**src/rtl/rcrs_pkg.sv**
```systemverilog
// shared types and constants of the remainder carrying rate scaler
package rcrs_pkg;

  // operation codes
  localparam logic [1:0] FUNC_SCALE = 2'd0;
  localparam logic [1:0] FUNC_SLEW  = 2'd1;
  localparam logic [1:0] FUNC_CLEAR = 2'd2;
  localparam logic [1:0] FUNC_NONE  = 2'd3;

  // kept sign codes
  localparam logic signed [1:0] SGN_ZERO = 2'sb00;
  localparam logic signed [1:0] SGN_POS  = 2'sb01;
  localparam logic signed [1:0] SGN_NEG  = 2'sb11;

  // field widths
  localparam int PLAYER_W  = 3;
  localparam int CHANNEL_W = 4;
  localparam int AMOUNT_W  = 32;
  localparam int TICK_W    = 16;
  localparam int DEN_W     = 16;
  localparam int REM_W     = DEN_W + 1;
  localparam int NUM_W     = 48;
  localparam int CNT_W     = $clog2(NUM_W + 1);
  localparam int PLAYER_SLOTS = 2 ** PLAYER_W;

  // slew constants: small difference, gain of four, divide by eight as a shift
  localparam logic [AMOUNT_W-1:0] SLEW_SMALL    = 32'd8;
  localparam int                  SLEW_GAIN_SH  = 2;
  localparam int                  SLEW_DIV_SH   = 3;
  // one 29th as ceil(2^36 / 29) and a shift by 36, exact for magnitudes up to 2^31
  localparam logic [AMOUNT_W-1:0] SLEW_RECIP    = 32'd2369637129;
  localparam int                  SLEW_RECIP_SH = 36;

  // queue between front and back
  localparam int Q_DEPTH = 2;
  localparam int Q_PW    = $clog2(Q_DEPTH);
  localparam int Q_CW    = $clog2(Q_DEPTH + 1);

  // classified item
  typedef struct packed {
    logic [1:0]                 func;
    logic [PLAYER_W-1:0]        player_index;
    logic [CHANNEL_W-1:0]       channel_index;
    logic signed [AMOUNT_W-1:0] amount;
    logic [TICK_W-1:0]          tick_count;
    logic [DEN_W-1:0]           divisor_value;
    logic                       chan_ok;
    logic                       entry_ok;
    logic                       div_zero;
    logic                       small_diff;
    logic [AMOUNT_W-1:0]        mag;
  } job_t;

  // queue status
  typedef struct packed {
    logic full;
    logic empty;
  } q_stat_t;

  // divider request and response
  typedef struct packed {
    logic             start;
    logic [NUM_W-1:0] num;
    logic [DEN_W-1:0] den;
  } div_req_t;

  typedef struct packed {
    logic             busy;
    logic             done;
    logic [NUM_W-1:0] quo;
    logic [DEN_W-1:0] rem;
  } div_rsp_t;

  // one store entry
  typedef struct packed {
    logic signed [REM_W-1:0] rem;
    logic signed [1:0]       sgn;
  } entry_t;

endpackage

```
**src/rtl/rcrs_out_if.sv**
```systemverilog
// result channel interface
interface rcrs_out_if;
  logic               valid;
  logic               ready;
  logic signed [31:0] scaled_out;

  modport source (output valid, scaled_out, input ready);
  modport sink (input valid, scaled_out, output ready);
endinterface

```
**src/rtl/rcrs_back.sv**
```systemverilog
// back stage: remainder store, sequencer and result register
module rcrs_back import rcrs_pkg::*; #(
  parameter int PLAYERS  = 8,
  parameter int CHANNELS = 9
) (
  input  logic       clk,
  input  logic       rst_n,
  input  job_t       q_head,
  input  q_stat_t    q_stat,
  output logic       q_pop,
  output div_req_t   div_req,
  input  div_rsp_t   div_rsp,
  rcrs_out_if.source out_ch
);

  localparam int PL_EFF  = (PLAYERS < PLAYER_SLOTS) ? PLAYERS : PLAYER_SLOTS;
  localparam int ENTRIES = PL_EFF * CHANNELS;
  localparam int AW      = (ENTRIES > 1) ? $clog2(ENTRIES) : 1;

  typedef enum logic [6:0] {
    S_IDLE = 7'b0000001,
    S_LOAD = 7'b0000010,
    S_MUL  = 7'b0000100,
    S_NUM  = 7'b0001000,
    S_GO   = 7'b0010000,
    S_DIV  = 7'b0100000,
    S_OUT  = 7'b1000000
  } state_t;

  state_t                    state_r, state_nxt;
  job_t                      job_r, job_nxt;
  logic [AW-1:0]             addr_r, addr_nxt;
  logic signed [REM_W-1:0]   rem_eff_r, rem_eff_nxt;
  logic signed [AMOUNT_W-1:0] val_r, val_nxt;
  logic [DEN_W-1:0]          den_r, den_nxt;
  logic signed [NUM_W-1:0]   prod_r, prod_nxt;
  logic signed [NUM_W:0]     num_r, num_nxt;
  logic                      neg_r, neg_nxt;
  logic signed [AMOUNT_W-1:0] res_r, res_nxt;
  logic                      out_v_r, out_v_nxt;
  logic signed [AMOUNT_W-1:0] out_data_r, out_data_nxt;

  // remainder store with a valid bit per entry
  entry_t                    mem [ENTRIES];
  logic [ENTRIES-1:0]        vld_r;
  entry_t                    rdata_r;
  logic                      rd_vld_r;
  logic [AW-1:0]             rd_addr;
  logic                      mem_we;
  entry_t                    mem_wdata;

  entry_t                    ent;
  logic signed [1:0]         amt_sgn;
  logic                      keep_rem;
  logic signed [NUM_W:0]     prod_full;
  logic [NUM_W:0]            num_abs;
  logic                      fast_div;
  logic [NUM_W-1:0]          quo_sel;
  logic [DEN_W-1:0]          rem_sel;
  logic signed [AMOUNT_W-1:0] q_sat;
  logic [AMOUNT_W-1:0]       gmag;
  logic [63:0]               recip_prod;
  logic [AMOUNT_W-1:0]       step_q;
  logic [AMOUNT_W-1:0]       step;
  logic [AMOUNT_W-1:0]       step_gain;
  logic signed [REM_W-1:0]   rem_pos;
  logic signed [REM_W-1:0]   rem_new;

  // store address of the queue head
  assign rd_addr = q_head.entry_ok ?
                   AW'(int'(q_head.player_index) * CHANNELS + int'(q_head.channel_index)) :
                   '0;

  always_ff @(posedge clk) begin
    if (mem_we) begin
      mem[addr_r] <= mem_wdata;
    end
    rdata_r <= mem[rd_addr];
  end

  always_ff @(posedge clk) begin
    if (!rst_n) begin
      vld_r    <= '0;
      rd_vld_r <= 1'b0;
    end else begin
      if (mem_we) begin
        vld_r[addr_r] <= 1'b1;
      end
      rd_vld_r <= vld_r[rd_addr];
    end
  end

  // entry view, sign and remainder selection
  assign ent      = rd_vld_r ? rdata_r : '0;
  assign amt_sgn  = (job_r.amount == '0) ? SGN_ZERO :
                    (job_r.amount[AMOUNT_W-1] ? SGN_NEG : SGN_POS);
  assign keep_rem = job_r.entry_ok && (ent.sgn == amt_sgn);

  // datapath helpers
  assign prod_full = val_r * $signed({1'b0, job_r.tick_count});
  assign num_abs   = num_r[NUM_W] ? -num_r : num_r;

  // slew divides by eight with a shift, a scale uses the divider
  assign fast_div = (job_r.func == FUNC_SLEW);
  assign quo_sel  = fast_div ? (num_abs[NUM_W-1:0] >> SLEW_DIV_SH) : div_rsp.quo;
  assign rem_sel  = fast_div ? DEN_W'(num_abs[SLEW_DIV_SH-1:0]) : div_rsp.rem;

  // quotient saturation to 32 bits
  always_comb begin
    if (neg_r) begin
      if (quo_sel > 48'h0000_8000_0000) begin
        q_sat = 32'sh8000_0000;
      end else begin
        q_sat = -$signed(quo_sel[AMOUNT_W-1:0]);
      end
    end else begin
      if (quo_sel > 48'h0000_7FFF_FFFF) begin
        q_sat = 32'sh7FFF_FFFF;
      end else begin
        q_sat = $signed(quo_sel[AMOUNT_W-1:0]);
      end
    end
  end

  // slew step: one 29th of the difference by reciprocal multiply, at least one
  assign recip_prod = 64'(job_r.mag) * 64'(SLEW_RECIP);
  assign step_q     = AMOUNT_W'(recip_prod >> SLEW_RECIP_SH);
  assign step       = (step_q == '0) ? 32'd1 : step_q;
  assign step_gain  = step << SLEW_GAIN_SH;

  assign gmag      = q_sat[AMOUNT_W-1] ? (~q_sat + 32'd1) : q_sat;
  assign rem_pos   = $signed({1'b0, rem_sel});
  assign rem_new   = neg_r ? -rem_pos : rem_pos;

  // sequencer
  always_comb begin
    state_nxt    = state_r;
    job_nxt      = job_r;
    addr_nxt     = addr_r;
    rem_eff_nxt  = rem_eff_r;
    val_nxt      = val_r;
    den_nxt      = den_r;
    prod_nxt     = prod_r;
    num_nxt      = num_r;
    neg_nxt      = neg_r;
    res_nxt      = res_r;
    out_v_nxt    = (out_v_r && out_ch.ready) ? 1'b0 : out_v_r;
    out_data_nxt = out_data_r;
    q_pop        = 1'b0;
    mem_we       = 1'b0;
    mem_wdata    = '0;
    div_req      = '0;

    unique case (state_r)
      S_IDLE: begin
        if (!q_stat.empty) begin
          q_pop     = 1'b1;
          job_nxt   = q_head;
          addr_nxt  = rd_addr;
          state_nxt = S_LOAD;
        end
      end

      S_LOAD: begin
        rem_eff_nxt = keep_rem ? ent.rem : '0;
        res_nxt     = '0;
        state_nxt   = S_OUT;
        unique case (job_r.func)
          FUNC_SCALE: begin
            if (!job_r.div_zero && job_r.chan_ok) begin
              val_nxt   = job_r.amount;
              den_nxt   = job_r.divisor_value;
              state_nxt = S_MUL;
            end
          end
          FUNC_SLEW: begin
            if (job_r.small_diff) begin
              res_nxt = job_r.amount;
              mem_we  = job_r.entry_ok;
            end else if (job_r.chan_ok) begin
              // signed step with gain, then scaled over ticks and divided by eight with a shift
              val_nxt   = job_r.amount[AMOUNT_W-1] ? -$signed(step_gain) : $signed(step_gain);
              state_nxt = S_MUL;
            end
          end
          FUNC_CLEAR: begin
            mem_we = job_r.entry_ok;
          end
          FUNC_NONE: begin
            res_nxt = '0;
          end
          default: begin
            res_nxt = '0;
          end
        endcase
      end

      S_MUL: begin
        prod_nxt  = prod_full[NUM_W-1:0];
        state_nxt = S_NUM;
      end

      S_NUM: begin
        num_nxt   = {prod_r[NUM_W-1], prod_r} + (NUM_W + 1)'(rem_eff_r);
        state_nxt = S_GO;
      end

      S_GO: begin
        neg_nxt = num_r[NUM_W];
        if (!fast_div) begin
          div_req.start = 1'b1;
          div_req.num   = num_abs[NUM_W-1:0];
          div_req.den   = den_r;
        end
        state_nxt = S_DIV;
      end

      S_DIV: begin
        if (fast_div || div_rsp.done) begin
          state_nxt = S_OUT;
          if (fast_div && gmag >= job_r.mag) begin
            // overshoot: answer the difference and clear the entry
            res_nxt = job_r.amount;
            mem_we  = job_r.entry_ok;
          end else begin
            res_nxt       = q_sat;
            mem_we        = job_r.entry_ok;
            mem_wdata.rem = rem_new;
            mem_wdata.sgn = amt_sgn;
          end
        end
      end

      S_OUT: begin
        if (!out_v_r || out_ch.ready) begin
          out_v_nxt    = 1'b1;
          out_data_nxt = res_r;
          state_nxt    = S_IDLE;
        end
      end

      default: begin
        state_nxt = S_IDLE;
      end
    endcase
  end

  always_ff @(posedge clk) begin
    if (!rst_n) begin
      state_r <= S_IDLE;
      out_v_r <= 1'b0;
    end else begin
      state_r <= state_nxt;
      out_v_r <= out_v_nxt;
    end
    job_r      <= job_nxt;
    addr_r     <= addr_nxt;
    rem_eff_r  <= rem_eff_nxt;
    val_r      <= val_nxt;
    den_r      <= den_nxt;
    prod_r     <= prod_nxt;
    num_r      <= num_nxt;
    neg_r      <= neg_nxt;
    res_r      <= res_nxt;
    out_data_r <= out_data_nxt;
  end

  assign out_ch.valid      = out_v_r;
  assign out_ch.scaled_out = out_data_r;

endmodule
```
**src/flat_wrapper.sv**
```systemverilog
// flat-port wrapper written by rule: the top's interface ports become plain ports
module rcrs_back_flat import rcrs_pkg::*;
#(
  parameter int PLAYERS  = 8,
  parameter int CHANNELS = 9
)
  (clk, rst_n, q_head, q_stat, q_pop, div_req, div_rsp, out_ch_valid, out_ch_scaled_out, out_ch_ready);
  rcrs_out_if out_ch_i ();
  input  logic clk;
  input  logic rst_n;
  input  job_t q_head;
  input  q_stat_t q_stat;
  output logic q_pop;
  output div_req_t div_req;
  input  div_rsp_t div_rsp;
  output wire logic [$bits(out_ch_i.valid)-1:0] out_ch_valid;
  output wire logic [$bits(out_ch_i.scaled_out)-1:0] out_ch_scaled_out;
  input wire logic [$bits(out_ch_i.ready)-1:0] out_ch_ready;
  assign out_ch_valid = out_ch_i.valid;
  assign out_ch_scaled_out = out_ch_i.scaled_out;
  assign out_ch_i.ready = out_ch_ready;
  rcrs_back #(.PLAYERS(PLAYERS), .CHANNELS(CHANNELS)) u_core (.clk(clk), .rst_n(rst_n), .q_head(q_head), .q_stat(q_stat), .q_pop(q_pop), .div_req(div_req), .div_rsp(div_rsp), .out_ch(out_ch_i));
endmodule
```
**config.mk**
```make
export PLATFORM = sky130hd
export DESIGN_NAME = rcrs_back_flat
export DESIGN_NICKNAME = d
export VERILOG_FILES = /design/src/rtl/rcrs_pkg.sv /design/src/rtl/rcrs_out_if.sv /design/src/rtl/rcrs_back.sv /design/src/flat_wrapper.sv
export SDC_FILE = /design/constraint.sdc
export NUM_CORES = 2
export LEC_CHECK = 0
export BUFFER_PORTS_ARGS = -buffer_cell sky130_fd_sc_hd__buf_4
export CAP_MARGIN = 5
export CORE_MARGIN = 3
export CORE_UTILIZATION = 60
export DETAILED_ROUTE_END_ITERATION = 10
export PLACE_DENSITY_LB_ADDON = 0.1
export SLEW_MARGIN = 30
export SYNTH_ARGS = -nofsm -noshare
export SYNTH_HDL_FRONTEND = slang
export SYNTH_SLANG_ARGS = --single-unit
```
**constraint.sdc**
```tcl
create_clock -name clk -period 44.4 [get_ports clk]
set_clock_uncertainty 0.15 [all_clocks]
set_input_delay 13.32 -clock clk [delete_from_list [all_inputs] [get_ports clk]]
set_output_delay 13.32 -clock clk [all_outputs]
set_load 0.1 [all_outputs]
```
# Word level (Yosys, flattened, before mapping)
# Memory sizes are Yosys's and may differ from the RTL's. A register that Yosys moved wholly into a read port is not among the register bits.
# Cells that the tools add are included.
# W data, S select, Z words.
dict set report totals {
  elab_cells 130
  ff_bits 417
  mem_count 1
  mem_bits_rw 1368
}
# memory words width read_ports rd_ports_with_merged_regs wr line_no
set mem_list {}
lappend mem_list {u_core.mem 72 19 1 1 1 rcrs_back.sv:44} ;# entry_t mem [ENTRIES];
dict set report op_classes {
  n_bitwise 3
  n_mux 51
  eq_ne 16
  magnitude_cmp 6
  multipliers 3
  reduce_logical 21
  n_addsub 7
}
# operator n
set op_table {}
lappend op_table {{$mux W32} 12}
lappend op_table {{$mux W65} 2}
lappend op_table {{$pmux W32 S2} 2}
lappend op_table {{$mux W48} 2}
lappend op_table {{$or A72 B72 Y72} 1}
lappend op_table {{$logic_not A32 Y1} 2}
lappend op_table {{$mul A32 B32 Y64 const B} 1}
lappend op_table {{$neg A32 Y32} 2}
lappend op_table {{$mux W19} 3}
lappend op_table {{$add A48 B17 Y49} 1}
lappend op_table {{$mux W7} 7}
lappend op_table {{$pmux W7 S7} 1}
lappend op_table {{$gt A48 B31 Y1 const B} 1}
lappend op_table {{$gt A48 B32 Y1 const B} 1}
lappend op_table {{$mul A32 B17 Y48} 1}
lappend op_table {{$neg A48 Y48} 1}
lappend op_table {{$add A32 B1 Y32 const B} 1}
lappend op_table {{$ge A32 B32 Y1} 1}
lappend op_table {{$not A32 Y32} 1}
lappend op_table {{$mux W28} 1}
lappend op_table {{$mux W17} 1}
lappend op_table {{$neg A16 Y17} 1}
lappend op_table {{$lt A7 B8 Y1 const B} 2}
lappend op_table {{$mux W16} 1}
lappend op_table {{30 further kinds} 58}

# Longest topological paths before layout
dict set report depth {
  ltp_word 14
  depth_mapped 42
  mapped_depth_nobuf 34
}

# Worst setup path before layout
# No wires, ideal clock.
dict set report synth_path {
  kind {input to output}
  from {input port q_stat[0] in the netlist's numbering}
  to {output port q_pop}
  path_stages 1
  setup_slack_ps 11883
  arrival_ps 19047
  path_buffers 0
  cell_sequence {nor2_1}
}
dict set report synth_between {
  elab_chain_cells 2
}
# item line_no
set synth_lines {}
lappend synth_lines {{start, declared} flat_wrapper.sv:12} ;# input q_stat_t q_stat;
lappend synth_lines {{$mux W1} rcrs_back.sv:156} ;# if (!q_stat.empty) begin
lappend synth_lines {{$mux W1} rcrs_back.sv:154} ;# unique case (state_r)
lappend synth_lines {{end, declared} flat_wrapper.sv:13} ;# output logic q_pop;
# No other way between the ends.

# Worst setup path in the final report
# Same ends and word-level chain as after synthesis.

==> metrics.md <==
| Metric | Value |
|---|---|
| Die height | ~440 microns |
| Pin slew with the least headroom to its limit | around 1.1 ns |
| CTS buffer count | ~180 |
| Synth cell types | 100 |
| Synth warn | 0 |
| Filler cell count | roughly 14000 |
| # rows | ~160 |
| Post-CTS sizing | 0 |
| Synth Cell Area | about 110000 sq um |
| Sequential cell area | ~53000 sq um |
| Clk Tree Root Cell | clkbuf_16 |
| Clock insertion delay at the later pin of the skew report | 0.86 ns |
| Final Core Density | between 60% and 70% |
| Worst Setup Path Type | input pin to output pin |
| Relative slew margins | 25.5% |
| Antenna Nets Post-Route | 0 |
| Initial antenna violation count | 14 |
| H-tree depth | 4 |
| Worst path required time | slightly above 30 ns |
| Vias in the first global route | 78556 |
| Critical Path Sink Type | output pin |
| Clock Sinks | 1804 |
| Total negative slack | 0 ns |
| RSZ-0062 raised after global routing | false |
| CTS tree | done |
| Final Cycle Share | between 60% and 70% |
| Largest cells by area after synthesis | edfxtp_1 (45%), fa_1 (16%), ha_1 (6.5%) |
| Slew Limit Fails | 0 |
| CTS Buffer Depth | 3 |
| DP HPWL | ~230000 microns |
| Vias | around 77000 |
| Largest net degree at the start of global routing | approximately 120 |
| Worst hold path class | flip-flop to flip-flop |
| Sequential area share after synthesis | a little under half |
| Synth Net Count | around 11000 |
| Setup-failing EPs final | 0 |
| P&R area growth vs syn | 10.2% |
| DR WL/cell | about 28 microns |
| Min cycle time layout | 27.96 ns |
| Post-CTS Hold Fix Bufs | 0 |
| Count leader, synth | edfxtp_1 |
| Initial Util | between 60% and 70% |
| Multi-input combinational cell area | around 55000 sq um |
| Yosys reg bits | approximately 1800 |
| Most frequent cells after synthesis | edfxtp_1 (1704), inv_1 (1224), fa_1 (904) |
| Hold Violations, Final | 0 |
| Core area | 189000 sq um |
| Largest area contributor in the netlist | edfxtp_1 |
| GRT Total Usage | 34.5% |
| Final #Nets | ~11000 |
| F_max | 0.0358 GHz |
| CP max FO | 24 |
| Drt pass-1 iters | 6 |
| First-pass GRT wire length | 504000 microns |
| # Post-CTS Setup Buffers | 0 |
| I/O pins | approximately 280 |
| Routed vias/inst | about 6.4 |
| Die X | about 440 microns |
| Async SR Flop Fraction | 0% |
| Outcome | finished, final reports clean |
| Syn_area_per_cell | roughly 12 sq um |
| Aggregate global routing overflow | 0 |
| Critical Path AT | 14.49 ns |
| Synth Flop Type | edfxtp_1 |
| Top-area cell type share of the netlist area | roughly 45% |
| GPL Wtd Cong | between 0.9 and 1 |
| Residual DRC | 0 |
| Number of synthesized flops with an enable pin | 1704 |
| Total wire length | between 300000 and 400000 microns |
| Max-Cap Viols | 0 |
| Clock Pin Slew Worst Setup and Hold Paths | 0.05 ns |
| Critical Path Source Type | input pin |
| Iteration-0 DRC Markers | between 8000 and 9000 |
| Share of cells above drive strength 1 | between 10% and 20% |
| Mapped Cells | approximately 9200 |
| Port bufs | about 280 |
| Die footprint | roughly 200000 sq um |
## worst paths after layout
check / endpoint / depth (start not counted) / slack, ns / startpoint
hold reg to reg: u_core.den_r[1]$_DFFE_PP_ / 0 / 0.27 / u_core.job_r[37]$_DFFE_PP_
hold / removal: u_core.den_r[1]$_DFFE_PP_ / 0 / 0.27 / u_core.job_r[37]$_DFFE_PP_
setup / recovery: q_pop / 3 / 16.44 / q_stat[0]
setup reg to reg: u_core.val_r[28]$_DFFE_PP_ / 30 / 32.13 / u_core.job_r[20]$_DFFE_PP_
## layout make-up
| class | count | area share, % |
|---|---|---|
| Multi-Input combinational cell | 5711 | 43.9 |
| Timing Repair Buffer | 496 | 3.02 |
| Clock inverter | 104 | 0.886 |
| Sequential cell | 1804 | 42.1 |
| Clock buffer | 238 | 3.89 |
| Tap cell | 2495 | 2.47 |
| Antenna cell | 8 | 0.0159 |
| Inverter | 1227 | 3.65 |
## layer usage
| layer | up-vias | part of all wire [%] | global-route usage [%] |
|---|---|---|---|
| li1 | 33414 | - | - |
| met2 | 3590 | 48 | 56.9 |
| met3 | 707 | 7.9 | 5.34 |
| met4 | 0 | 4.9 | 14.3 |
| met5 | - | 0 | 0 |
| met1 | 39360 | 39 | 46.0 |
## critical path, stage by stage
cell and delay (ns):
buf_4 0.14, nor2_4 0.59, buf_4 0.42
## through the flow
step,setup WS [ns],hold slack [ns],instance area [sq um],std cells
6_report,16.44,0.267,126000,12083
5_1_grt,16.38,0.272,126000,12076
4_1_cts,16.43,0.267,126000,12072
3_5_place_dp,16.43,0.255,120000,11730
3_3_place_gp,16.45,0.251,120000,11729
2_1_floorplan,11.88,0.250,115000,9218
## state kept, by name, summed over array words and instances (netlist names), 32 cells and up
name	cells
u_core.mem	1368
u_core.num_r	49
u_core.val_r	32
u_core.prod_r	48
u_core.job_r	102
u_core.out_ch.scaled_out	32
u_core.res_r	32
u_core.vld_r	72
## placed cells by master (no fill, tap or decap), drive strengths merged, types with 138 or more instances in the layout
cell type  netlist  routed
mux2i          138     138
nand2          523     523
a21oi          292     292
clkbuf         409     238
and2           300     300
nor2           311     311
buf             67     496
nor3           147     147
inv           1225    1230
edfxtp        1704    1704
o21ai          233     233
mux2           402     402
ha             597     597
a221o          165     165
fa             904     904
## cells by family after synthesis
logic type | after synthesis | share of synthesized area [%]
simple gates | 1762 | 7.76
fa+ha+maj | 1501 | 22.3
flops | 1804 | 46.4
mux | 560 | 5.55
compound gates | 1697 | 10.8
xor+xnor | 191 | 1.47
buf+inv | 1703 | 5.62
Power is left out: the tool's default activity adds up to more than one toggle a clock period on the data nets, which glitch-free logic cannot reach.
