==> src/rtl/rcrs_pkg.sv <==
// shared types and constants of the remainder carrying rate scaler
package rcrs_pkg;

  // operation codes
  localparam logic [1:0] FUNC_SCALE = 2'd0;
  localparam logic [1:0] FUNC_SLEW  = 2'd1;
  localparam logic [1:0] FUNC_CLEAR = 2'd2;
  localparam logic [1:0] FUNC_NONE  = 2'd3;

  // kept sign codes
  localparam logic signed [1:0] SGN_ZERO = 2'sb00;
  localparam logic signed [1:0] SGN_POS  = 2'sb01;
  localparam logic signed [1:0] SGN_NEG  = 2'sb11;

  // field widths
  localparam int PLAYER_W  = 3;
  localparam int CHANNEL_W = 4;
  localparam int AMOUNT_W  = 32;
  localparam int TICK_W    = 16;
  localparam int DEN_W     = 16;
  localparam int REM_W     = DEN_W + 1;
  localparam int NUM_W     = 48;
  localparam int CNT_W     = $clog2(NUM_W + 1);
  localparam int PLAYER_SLOTS = 2 ** PLAYER_W;

  // slew constants: small difference, gain of four, divide by eight as a shift
  localparam logic [AMOUNT_W-1:0] SLEW_SMALL    = 32'd8;
  localparam int                  SLEW_GAIN_SH  = 2;
  localparam int                  SLEW_DIV_SH   = 3;
  // one 29th as ceil(2^36 / 29) and a shift by 36, exact for magnitudes up to 2^31
  localparam logic [AMOUNT_W-1:0] SLEW_RECIP    = 32'd2369637129;
  localparam int                  SLEW_RECIP_SH = 36;

  // queue between front and back
  localparam int Q_DEPTH = 2;
  localparam int Q_PW    = $clog2(Q_DEPTH);
  localparam int Q_CW    = $clog2(Q_DEPTH + 1);

  // classified item
  typedef struct packed {
    logic [1:0]                 func;
    logic [PLAYER_W-1:0]        player_index;
    logic [CHANNEL_W-1:0]       channel_index;
    logic signed [AMOUNT_W-1:0] amount;
    logic [TICK_W-1:0]          tick_count;
    logic [DEN_W-1:0]           divisor_value;
    logic                       chan_ok;
    logic                       entry_ok;
    logic                       div_zero;
    logic                       small_diff;
    logic [AMOUNT_W-1:0]        mag;
  } job_t;

  // queue status
  typedef struct packed {
    logic full;
    logic empty;
  } q_stat_t;

  // divider request and response
  typedef struct packed {
    logic             start;
    logic [NUM_W-1:0] num;
    logic [DEN_W-1:0] den;
  } div_req_t;

  typedef struct packed {
    logic             busy;
    logic             done;
    logic [NUM_W-1:0] quo;
    logic [DEN_W-1:0] rem;
  } div_rsp_t;

  // one store entry
  typedef struct packed {
    logic signed [REM_W-1:0] rem;
    logic signed [1:0]       sgn;
  } entry_t;

endpackage

==> src/rtl/rcrs_divider.sv <==
// radix-2 restoring divider, one quotient bit per cycle
module rcrs_divider import rcrs_pkg::*; (
  input  logic     clk,
  input  logic     rst_n,
  input  div_req_t req,
  output div_rsp_t rsp
);

  logic [NUM_W-1:0] quo_r, quo_nxt;
  logic [DEN_W-1:0] rem_r, rem_nxt;
  logic [DEN_W-1:0] den_r, den_nxt;
  logic [CNT_W-1:0] cnt_r, cnt_nxt;
  logic             busy_r, busy_nxt;
  logic             done_r, done_nxt;
  logic [DEN_W:0]   trial;
  logic [DEN_W:0]   diff;
  logic             ge;

  // one trial subtraction per cycle
  assign trial = {rem_r, quo_r[NUM_W-1]};
  assign diff  = trial - {1'b0, den_r};
  assign ge    = (trial >= {1'b0, den_r});

  always_comb begin
    quo_nxt  = quo_r;
    rem_nxt  = rem_r;
    den_nxt  = den_r;
    cnt_nxt  = cnt_r;
    busy_nxt = busy_r;
    done_nxt = 1'b0;
    if (req.start) begin
      quo_nxt  = req.num;
      rem_nxt  = '0;
      den_nxt  = req.den;
      cnt_nxt  = CNT_W'(NUM_W);
      busy_nxt = 1'b1;
    end else if (busy_r) begin
      quo_nxt = {quo_r[NUM_W-2:0], ge};
      rem_nxt = ge ? diff[DEN_W-1:0] : trial[DEN_W-1:0];
      cnt_nxt = cnt_r - 1'b1;
      if (cnt_r == CNT_W'(1)) begin
        busy_nxt = 1'b0;
        done_nxt = 1'b1;
      end
    end
  end

  always_ff @(posedge clk) begin
    if (!rst_n) begin
      busy_r <= 1'b0;
      done_r <= 1'b0;
      cnt_r  <= '0;
    end else begin
      busy_r <= busy_nxt;
      done_r <= done_nxt;
      cnt_r  <= cnt_nxt;
    end
    quo_r <= quo_nxt;
    rem_r <= rem_nxt;
    den_r <= den_nxt;
  end

  assign rsp.busy = busy_r;
  assign rsp.done = done_r;
  assign rsp.quo  = quo_r;
  assign rsp.rem  = rem_r;

endmodule

==> config.mk <==
export PLATFORM = sky130hd
export DESIGN_NAME = rcrs_divider
export DESIGN_NICKNAME = d
export VERILOG_FILES = /design/src/rtl/rcrs_pkg.sv /design/src/rtl/rcrs_divider.sv
export SDC_FILE = /design/constraint.sdc
export NUM_CORES = 1
export LEC_CHECK = 0
export BUFFER_PORTS_ARGS = -buffer_cell sky130_fd_sc_hd__buf_4
export CORE_MARGIN = 2
export CORE_UTILIZATION = 40
export DETAILED_ROUTE_END_ITERATION = 10
export GPL_ROUTABILITY_DRIVEN = 1
export PLACE_DENSITY = 0.75
export SYNTH_ARGS = -nofsm -noshare
export SYNTH_HDL_FRONTEND = slang
export SYNTH_SLANG_ARGS = --single-unit
==> constraint.sdc <==
create_clock -name clk -period 3.25 [get_ports clk]
set_input_delay 0.65 -clock clk [delete_from_list [all_inputs] [get_ports clk]]
set_output_delay 0.65 -clock clk [all_outputs]
set_load 0.005 [all_outputs]
### Yosys cells after proc, flatten, opt, wreduce, memory -nomap -nowiden

Index checks and enable logic that the tools add are counted.

* register bits: 88
* bits of input ports: 67
* output and inout bits: 66
* word-level logic and storage cells: 25

* add/subtract/negate cells: 2
* magnitude comparators: 1
* eq/ne operators: 1
* multiplexer cells: 9
* bitwise operators: 2
* reduce and logical (&&, ||, !) cells: 3

Operators by type and width (count)
* $mux 48: 2
* $ge 17x16->1: 1
* $mux 16: 1
* $sub 16x16->16: 1
* $mux 6: 2
* $eq 6x1->1 const B: 1
* $sub 6x1->6 const B: 1
* $mux 1: 4
* $reduce_or 3->1: 1
* $not 1->1: 2
* $reduce_bool 2->1: 1
* $reduce_or 2->1: 1

### Longest topological paths before layout

Gate-level depths: netlist (run 1).

* depth in word-level cells: 4
* mapped depth: 11
* depth with buffers taken out: 10

### Worst setup path after synthesis (run 1)

OpenSTA, ideal clock, no wires.

* path type: in2reg
* start: input req[64] (netlist bit)
* end: register quo_r[0] (enable)
* library setup time: 0.407 ns
* arrival: 2.094 ns
* data required time: 2.843 ns
* setup slack: 0.750 ns
* stages on the path: 3
* path buffers: 1
* cells stage by stage: clkbuf_1 -> clkinv_1 -> nand2_1

* word-level cells in the longest chain between the ends: 1

Ends and longest elaborated chain
* start: declaration: line rcrs_divider.sv:5 `input div_req_t req,`
* $reduce_bool 2->1 (no source line)
* end signal: assignment: line rcrs_divider.sv:58 `quo_r <= quo_nxt;`
* end: declaration: line rcrs_divider.sv:9 `logic [NUM_W-1:0] quo_r, quo_nxt;`

No other way between the ends.
A chain may end at the register's enable or synchronous reset.

### Worst setup path after layout (run 1)

* start: register rem_r[7]
* end: register rem_r[12]

* word-level cells in the longest chain between the ends: 2
* elaborated cells between the ends (all ways): 3
* those cells by class: 1 x add/sub; 1 x order compare; 1 x mux

Ends and longest elaborated chain
* start: declaration: line rcrs_divider.sv:10 `logic [DEN_W-1:0] rem_r, rem_nxt;`
* start signal: assignment: line rcrs_divider.sv:59 `rem_r <= rem_nxt;`
* $sub 16x16->16 / $ge 17x16->1 (equally long branches): line rcrs_divider.sv:21, rcrs_divider.sv:22
* $mux 16 (*): line rcrs_divider.sv:39 `rem_nxt = ge ? diff[DEN_W-1:0] : trial[DEN_W-1:0];`

Mark *: on every way between the ends. The rest lies on a longest branch, timed or not.

==> flow_summary.toml, run 1 <==
[timing]
tightestPinTransition_ps = 631
min_period_ps = 2760
slew_violations = 0
period_share_pct = 84.9
setup_ws_ps = 491
setup_viol = 0
rsz0062_at_grt = "no"
max_slew_margin_pct = 58.0
fmax_ghz = 0.362
fin_skew_ps = 11.3
finalHoldViolations = 0
setup_tns_ps = 0

[worst_setup_path]
slowest_stage = "a21oi_2"
crit_type = "reg -> reg"
start_kind = "flop"
crit_path_max_incr_delay_ps = 560
arrival_ps = 2960
worstPathMaxFanout = 13
cp-endpoint = "rem_r[12]"
rrSetupSlack_ps = 490
cp.required_ps = 3450
regToRegEndpoint = "rem_r[12]"
endpoint_kind = "flop"
cp_cell_sequence = "ha_1 -> nand2_1 -> o21ai_0 -> o211ai_2 -> a21oi_2 -> buf_4 -> mux2i_1 -> a211oi_1"
startpoint = "rem_r[7]"
reg2reg_from = "rem_r[7]"
rr_worst_depth = 8

[floorplanning]
initial_core_util_pct = 41.4
design.die.area_sq_um = 12200
rows = 38
pin_count = 133
dieHeight_microns = 111
core_area_sq_um = 11000
die_w_microns = 111

[yosys]
ys_seq_elements = 88
synth_top_area_share_pct = 42.2
synth_area_leaders = "edfxtp_1, mux2_2, dfxtp_1"
yosys_warnings = 0
ys_seq_area_share_pct = 52.8
synth.distinct_cells = 56
synth_edf_count = 64
async_flop_share_pct = 0
synth_fp_nets = 456
syn_area_sq_um = 4550
synthCells = 370
synth_ff_type = "edfxtp_1"
synth_area_leader_cell = "edfxtp_1"
avgSynthCellArea_sq_um = 12.3

[route]
num_vias = 3290
wl_per_cell_microns = 16.1
drtIter0Drc = 105
postRouteAntennaNets = 0
drc = 0
drt_first_pass_iters = 4
avgViaCountPerCell = 5.12
wl_mm = 10.3

[clocking]
clock_latency_ps = 340
cts_buffer_depth = 2
cts.clk_slew.worst_paths_ps = 70
cts-resized-gates = 0
cts_hold_buffers = 0
root_buffer = "clkbuf_16"
cts_tree = "yes"
htreeDepth = 3
postCtsSetupBuffers = 0
cts.sinks = 88
cts_made_buffers = 9

[global_route]
grt_max_degree = 49
antenna_found_initial = 0
grt_pass1_wl_mm = 17.0
grt_util_all_layers_pct = 17.3
grt_pass1_vias = 3399
overflow = 0

[cells_and_area]
final_cell_mix = "buf_4, edfxtp_1, mux2_2, nor2_1, dfxtp_1"
area_delta_synth_final_pct = 29.0
drive_gt1_share_pct = 42.3
num_antenna_cells = 0
nFillCells = 947
finish.instance_area_sq_um = 5870
layout_commonest_cell = "buf_4"
layout.nets = 584

[pwr]
p_leak_uw = 0.00244
ir_drop_uv = 356
power_density_nw_per_um2 = 515

[place]
hpwl_mm = 7.49
gp_congestion = 0.881
place_area_sq_um = 5590
port_buffers = 132
pre_cts_slack_ps = 546

[run_status]
status = "completed"

[hold_path]
hold_path_depth = 1
hold_path.class = "in -> reg"

[run]
maxCapViolCount = 0
logic make-up (layout without fill, tap and decap cells):
family	Yosys count	in the layout	synth area share (%)
DFF	88	88	52.8
and+or+nand+nor	83	83	9.32
AOI/OAI and AO/OA	65	65	10.1
muxes	56	56	13.7
buffers and inverters	42	175	5.47
adders and majority gates	19	19	5.39
xor gates and xnor gates	17	17	3.27
area by class of cell:
class / instances / area (sq um) / share of cell area, %
sequential: 88 / 2400 / 40.9
timing repair buffer: 137 / 1030 / 17.5
clock inverter: 7 / 53.8 / 0.917
clock buffer: 9 / 225 / 3.84
multi-input combinational: 240 / 1900 / 32.4
inverter: 22 / 82.6 / 1.41
tap: 140 / 175 / 2.99
critical path, delay by kind of cell (launching register included):
kind,cells,cell delay (ps)
AO/OA/AOI/OAI,4,1210
flip-flops,1,340
adder cells (fa/ha/maj),1,430
AND/OR/NAND/NOR,1,90
buffers and inverters,1,320
multiplexers,1,220
stage by stage:
stage / power, uW / hold WS [ps] / util [%] / instances
after floorplan: 1800 / 469 / - / 370
after CTS: 3060 / 462 / 53.4 / 643
after global routing: 3180 / 466 / 53.4 / 643
after detailed placement: 2060 / 496 / 50.9 / 627
final: 3020 / 477 / 53.4 / 643
after global placement: 2050 / 483 / 50.9 / 627
layer usage:
metal	wire, microns	GRT usage [%]
met5	0	0
met4	141	5.92
met3	1050	8.07
met2	4820	27.4
met1	4320	20.7
cell usage after synthesis (all sizes together) (9+ instances only):
cell type	instances
a211oi	11
a21oi	16
buf	9
clkbuf	11
dfxtp	24
edfxtp	64
ha	18
inv	21
mux2	49
nand2	15
nor2	32
o21ai	11
xnor2	9
worst min-delay path by stage:
stage / start / endpoint
floorplan: cnt_r[1] / cnt_r[1]
global placement: cnt_r[1] / cnt_r[1]
detailed placement: cnt_r[1] / cnt_r[1]
CTS: req[0] / den_r[0]
global route: req[2] / den_r[2]
finish: req[0] / den_r[0]
sequential cells by signal, summed over array words and instances, names as in the netlist:
register and flops:
quo_r 48, den_r 16, rem_r 16, cnt_r 6
busy_r 1, done_r 1
where the power goes:
part / total (uW) / switching, uW / internal [uW]
Sequential: 1400 / 68.9 / 1330
Combinational: 639 / 297 / 342
Clock: 983 / 457 / 526
Total: 3020 / 823 / 2200
Power figures use the tool's default switching activity.
==> inputs of run 2 (changes only) <==
- ABC_AREA: default -> 1
- clock period: 3.25 -> 2.6 ns (I/O delays scaled with it)
==> flow_summary.toml, run 2 <==
[cells_and_area]
layout_commonest_cell = "nand2_1"
largestRegisters = "quo_r: 48 flops, den_r: 16 flops, rem_r: 16 flops"
area_delta_synth_final_pct = 29.2
final_cell_mix = "nand2_1, buf_4, inv_1, edfxtp_1, nand3_1"
nFillCells = 1103
largest_reg_flops = 48
finish.instance_area_sq_um = 6220
layout.nets = 821
num_antenna_cells = 0
regMostFlops = "quo_r"
drive_gt1_share_pct = 24.7

[floorplanning]
core_area_sq_um = 11900
dieHeight_microns = 114
rows = 40
pin_count = 133
die_w_microns = 114
design.die.area_sq_um = 12900
initial_core_util_pct = 40.6

[worst_setup_path]
cp_cell_sequence = "ha_1 -> a21oi_1 -> o21a_1 -> nand2_2 -> nor2_4 -> nand2_4 -> nand2_1 -> nand3_1 -> nand2_1"
startpoint = "rem_r[13]"
reg2reg_from = "rem_r[13]"
regToRegEndpoint = "rem_r[13]"
worstPathMaxFanout = 16
crit_path_max_incr_delay_ps = 380
rr_worst_depth = 9
arrival_ps = 2400
endpoint_kind = "flop"
cp-endpoint = "rem_r[13]"
crit_type = "reg -> reg"
start_kind = "flop"
slowest_stage = "ha_1"
crit_path_frequent_cell = "nand2_1"
rrSetupSlack_ps = 480
cp.required_ps = 2890

[timing]
timing.hold.ws_ps = 344
fmax_ghz = 0.472
setup_viol = 0
rsz0062_at_grt = "no"
period_share_pct = 81.5
tightestPinTransition_ps = 1210
setup_tns_ps = 0
max_slew_margin_pct = 19.0
min_period_ps = 2120
finalHoldViolations = 0
slew_violations = 0
fin_skew_ps = 6.53

[yosys]
avgSynthCellArea_sq_um = 7.96
synth_ff_type = "edfxtp_1"
syn_area_sq_um = 4820
synth_most_common_cell = "nand2_1"
synth.distinct_cells = 36
synth_area_leader_cell = "edfxtp_1"
ys_seq_elements = 88
synth_fp_nets = 691
synth_top_area_share_pct = 39.9
synthCells = 605
yosys_warnings = 0
ys_seq_area_share_pct = 49.9
synth_edf_count = 64
async_flop_share_pct = 0
netlist_top_cells_count = "nand2_1, inv_1, edfxtp_1"
synth_area_leaders = "edfxtp_1, nand2_1, dfxtp_1"

[clocking]
cts_made_buffers = 9
cts_tree = "yes"
htreeDepth = 3
cts.clk_slew.worst_paths_ps = 70
postCtsSetupBuffers = 0
clock_latency_ps = 350
cts.sinks = 88
root_buffer = "clkbuf_16"
cts_hold_buffers = 0
cts-resized-gates = 0
cts_buffer_depth = 2

[run_status]
status = "completed"

[route]
num_vias = 4183
wl_per_cell_microns = 13.4
wl_mm = 11.9
postRouteAntennaNets = 0
avgViaCountPerCell = 4.72
drtIter0Drc = 211
drc = 0
drt_first_pass_iters = 4

[hold_path]
hold_path.class = "in -> reg"

[global_route]
grt_util_all_layers_pct = 19.4
grt_pass1_vias = 4066
grt_max_degree = 49
grt_pass1_wl_mm = 19.5
overflow = 0
antenna_found_initial = 0

[pwr]
ir_drop_uv = 393
p_leak_uw = 0.00326
power_density_nw_per_um2 = 565

[place]
hpwl_mm = 8.76
port_buffers = 132
place_area_sq_um = 5930
gp_congestion = 0.917

[run]
maxCapViolCount = 0
==> run 2: routing by layer <==
| layer | GRT usage, % | part of all wire (%) |
|---|---|---|
| met1 | 23.3 | 43 |
| met5 | 0 | 0 |
| met2 | 31.1 | 45 |
| met3 | 6.75 | 8.4 |
| met4 | 9.84 | 2.8 |
==> run 2: how the worst min path moves through the flow <==
stage | startpoint | end | slack [ps] | cells after the start
floorplan | cnt_r[0] | cnt_r[0] | 460 | 2
global placement | cnt_r[0] | cnt_r[0] | 470 | 2
detailed placement | rem_r[5] | rem_r[5] | 480 | 2
CTS | req[12] | den_r[12] | 330 | 1
global route | req[0] | den_r[0] | 330 | 1
finish | req[1] | den_r[1] | 340 | 1
==> run 2: cell type report <==
cell class                      count  area, sq um  share of cell area (%)
Clock inverter                      5         57.6                   0.925
Inverter                           83          312                    5.01
Tap cell                          147          184                    2.96
Clock buffer                       11          233                    3.74
Sequential cell                    88         2400                    38.6
Timing Repair Buffer              138         1040                    16.6
Multi-Input combinational cell    415         2000                    32.1
==> run 2: logic make-up after synthesis <==
| family | after synthesis | synth area share [%] |
|---|---|---|
| and+or+nand+nor | 371 | 33.0 |
| buffers and inverters | 102 | 8.65 |
| DFF | 88 | 49.9 |
| adders and majority gates | 19 | 5.09 |
| AOI/OAI and AO/OA | 18 | 2.13 |
| xor gates and xnor gates | 7 | 1.27 |
==> run 2: stage by stage <==
stage	cells	total power (uW)	worst slack [ps]	util [%]
5_1_grt	887	3660	288	52.5
3_5_place_dp	871	2260	447	50.0
4_1_cts	887	3550	434	52.5
6_report	887	3520	482	52.5
3_3_place_gp	871	2250	506	50.0
2_1_floorplan	605	1970	209	-
==> run 2: worst max-delay path, delay by kind of cell (launching register included) <==
kind                     cells  cell delay [ps]
flip-flops                   1              350
AND/OR/NAND/NOR              6              930
adder cells (fa/ha/maj)      1              380
AO/OA/AOI/OAI                2              410
==> run 2: where the power goes <==
group          internal (uW)  leakage (uW)  total, uW  switching, uW
combinational            253       0.00228        519            266
clock                    744      0.000133       1290            549
sequential              1640      0.000844       1710           66.5
total                   2640       0.00326       3520            881
==> inputs of run 3 (changes only) <==
- clock period: 2.6 -> 2 ns (I/O delays scaled with it)
==> flow_summary.toml, run 3 (same netlist as run 2, synthesis figures left out) <==
[worst_setup_path]
cp_cell_sequence = "ha_1 -> inv_2 -> or2_4 -> nor2_1 -> nand3_2 -> nand2_2 -> nor2_4 -> buf_12 -> buf_4 -> a31oi_2"
regToRegEndpoint = "quo_r[0]"
startpoint = "rem_r[14]"
arrival_ps = 2080
cp.required_ps = 2190
reg2reg_from = "rem_r[14]"
cp.depth = 10
worstPathMaxFanout = 8
crit_type = "reg -> reg"
slowest_stage = "dfxtp_1"
endpoint_kind = "flop"
critical_path.top_delay_family = "simple AND/OR/NAND/NOR gates"
start_kind = "flop"
rrSetupSlack_ps = 110
rr_worst_depth = 10
crit_path_max_incr_delay_ps = 340
cp_num_buf_inv = 3
cp-endpoint = "quo_r[0]"

[route]
wl_mm = 12.7
postRouteAntennaNets = 0
drt_first_pass_iters = 4
drtIter0Drc = 126
wl_per_cell_microns = 14.0
num_vias = 4315
drc = 0
avgViaCountPerCell = 4.76

[floorplanning]
dieHeight_microns = 114
die_w_microns = 114
rows = 40
pin_count = 133
core_area_sq_um = 11900
initial_core_util_pct = 40.6
design.die.area_sq_um = 12900

[clocking]
cts_buffer_depth = 2
root_buffer = "clkbuf_16"
htreeDepth = 3
cts_tree = "yes"
clock_latency_ps = 350
cts_made_buffers = 9
cts.clk_slew.worst_paths_ps = 60
cts.sinks = 88
cts_hold_buffers = 0

[place]
gp_congestion = 0.913
port_buffers = 132
place_area_sq_um = 6110
hpwl_mm = 9.23

[global_route]
grt_util_met3_pct = 7.12
use_met2_pct = 33.6
grt_max_degree = 47
grt_busiest_layer = "met2"
overflow = 0
grt_pass1_wl_mm = 20.2
antenna_found_initial = 0
grt_pass1_vias = 4246
use_met1_pct = 23.8
grt_util_all_layers_pct = 20.0

[timing]
fmax_ghz = 0.529
rsz0062_at_grt = "yes"
max_slew_margin_pct = 72.6
finalHoldViolations = 0
slew_violations = 0
min_period_ps = 1890
setup_viol = 0
tightestPinTransition_ps = 410
setup_tns_ps = 0
period_share_pct = 94.5
fin_skew_ps = 6.44

[pwr]
p_comb_share_pct = 16.3
p_int_uw = 3340
p_leak_uw = 0.00337
netSwitchingPower_uw = 1170
power_density_nw_per_um2 = 680
sequentialPowerShare_pct = 49.2
clkPwrFrac_pct = 34.4
ir_drop_uv = 406
p_sw_share_pct = 25.9

[cells_and_area]
finish.instance_area_sq_um = 6620
regMostFlops = "quo_r"
largest_reg_flops = 48
area_delta_synth_final_pct = 37.4
drive_gt1_share_pct = 28.7
final_cell_mix = "nand2_1, buf_4, inv_1, edfxtp_1, nand3_1"
nFillCells = 1101
layout.nets = 841
layout_commonest_cell = "nand2_1"
largestRegisters = "quo_r: 48 flops, den_r: 16 flops, rem_r: 16 flops"
num_antenna_cells = 0

[run_status]
status = "completed"

[hold_path]
hold_path.class = "in -> reg"

[run]
maxCapViolCount = 0
==> run 3: cell count changes in the layout (fill, tap and decap cells not counted), sizes merged <==
cell and delta:
clkbuf +1, buf +18, clkinvlp +3, bufinv -1, nand2 +1, clkinv -1
inv -1
==> run 3: power groups by stage <==
stage	Clock (uW)	Sequential [uW]	Combinational, uW
floorplan	0	2240	322
global placement	0	2250	701
detailed placement	0	2250	716
CTS	1580	2220	717
global route	1660	2230	820
finish	1550	2220	736
==> run 3: worst min path at each step <==
| stage | cells past startpoint | from | endpoint |
|---|---|---|---|
| 2_1_floorplan | 2 | cnt_r[0] | cnt_r[0] |
| 3_3_place_gp | 2 | cnt_r[0] | cnt_r[0] |
| 3_5_place_dp | 2 | cnt_r[0] | cnt_r[0] |
| 4_1_cts | 1 | req[2] | den_r[2] |
| 5_1_grt | 1 | req[6] | den_r[6] |
| 6_report | 1 | req[1] | den_r[1] |
==> run 3: layout make-up <==
class / count / area (sq um) / area share, %
Multi-Input combinational cell: 416 / 2180 / 33.0
Timing Repair Buffer: 157 / 1270 / 19.1
Clock buffer: 11 / 233 / 3.52
Clock inverter: 5 / 33.8 / 0.510
Sequential cell: 88 / 2400 / 36.3
Inverter: 83 / 315 / 4.76
Tap cell: 147 / 184 / 2.78
==> run 3: layer usage <==
metal  share of wire (%)  wire (microns)
met5                   0               0
met4                 1.9             242
met3                 8.7            1100
met2                  47            6010
met1                  42            5370
==> run 3: repair_timing <==
item / CTS / global route
setup buffers: 0 / 3
endpoints found under the setup margin: 0 / 16
resized for setup: 0 / 24
==> run 3: per-stage QoR <==
stage | std cells | hold slack, ps | worst slack (ps) | total power (uW) | util [%]
global placement | 886 | 472 | 107 | 2950 | 51.5
global route | 907 | 215 | -22.9 | 4710 | 55.8
floorplan | 605 | 458 | 3.16 | 2570 | -
finish | 907 | 222 | 111 | 4500 | 55.8
detailed placement | 886 | 480 | 16.3 | 2960 | 51.5
CTS | 902 | 214 | 12.2 | 4520 | 53.7
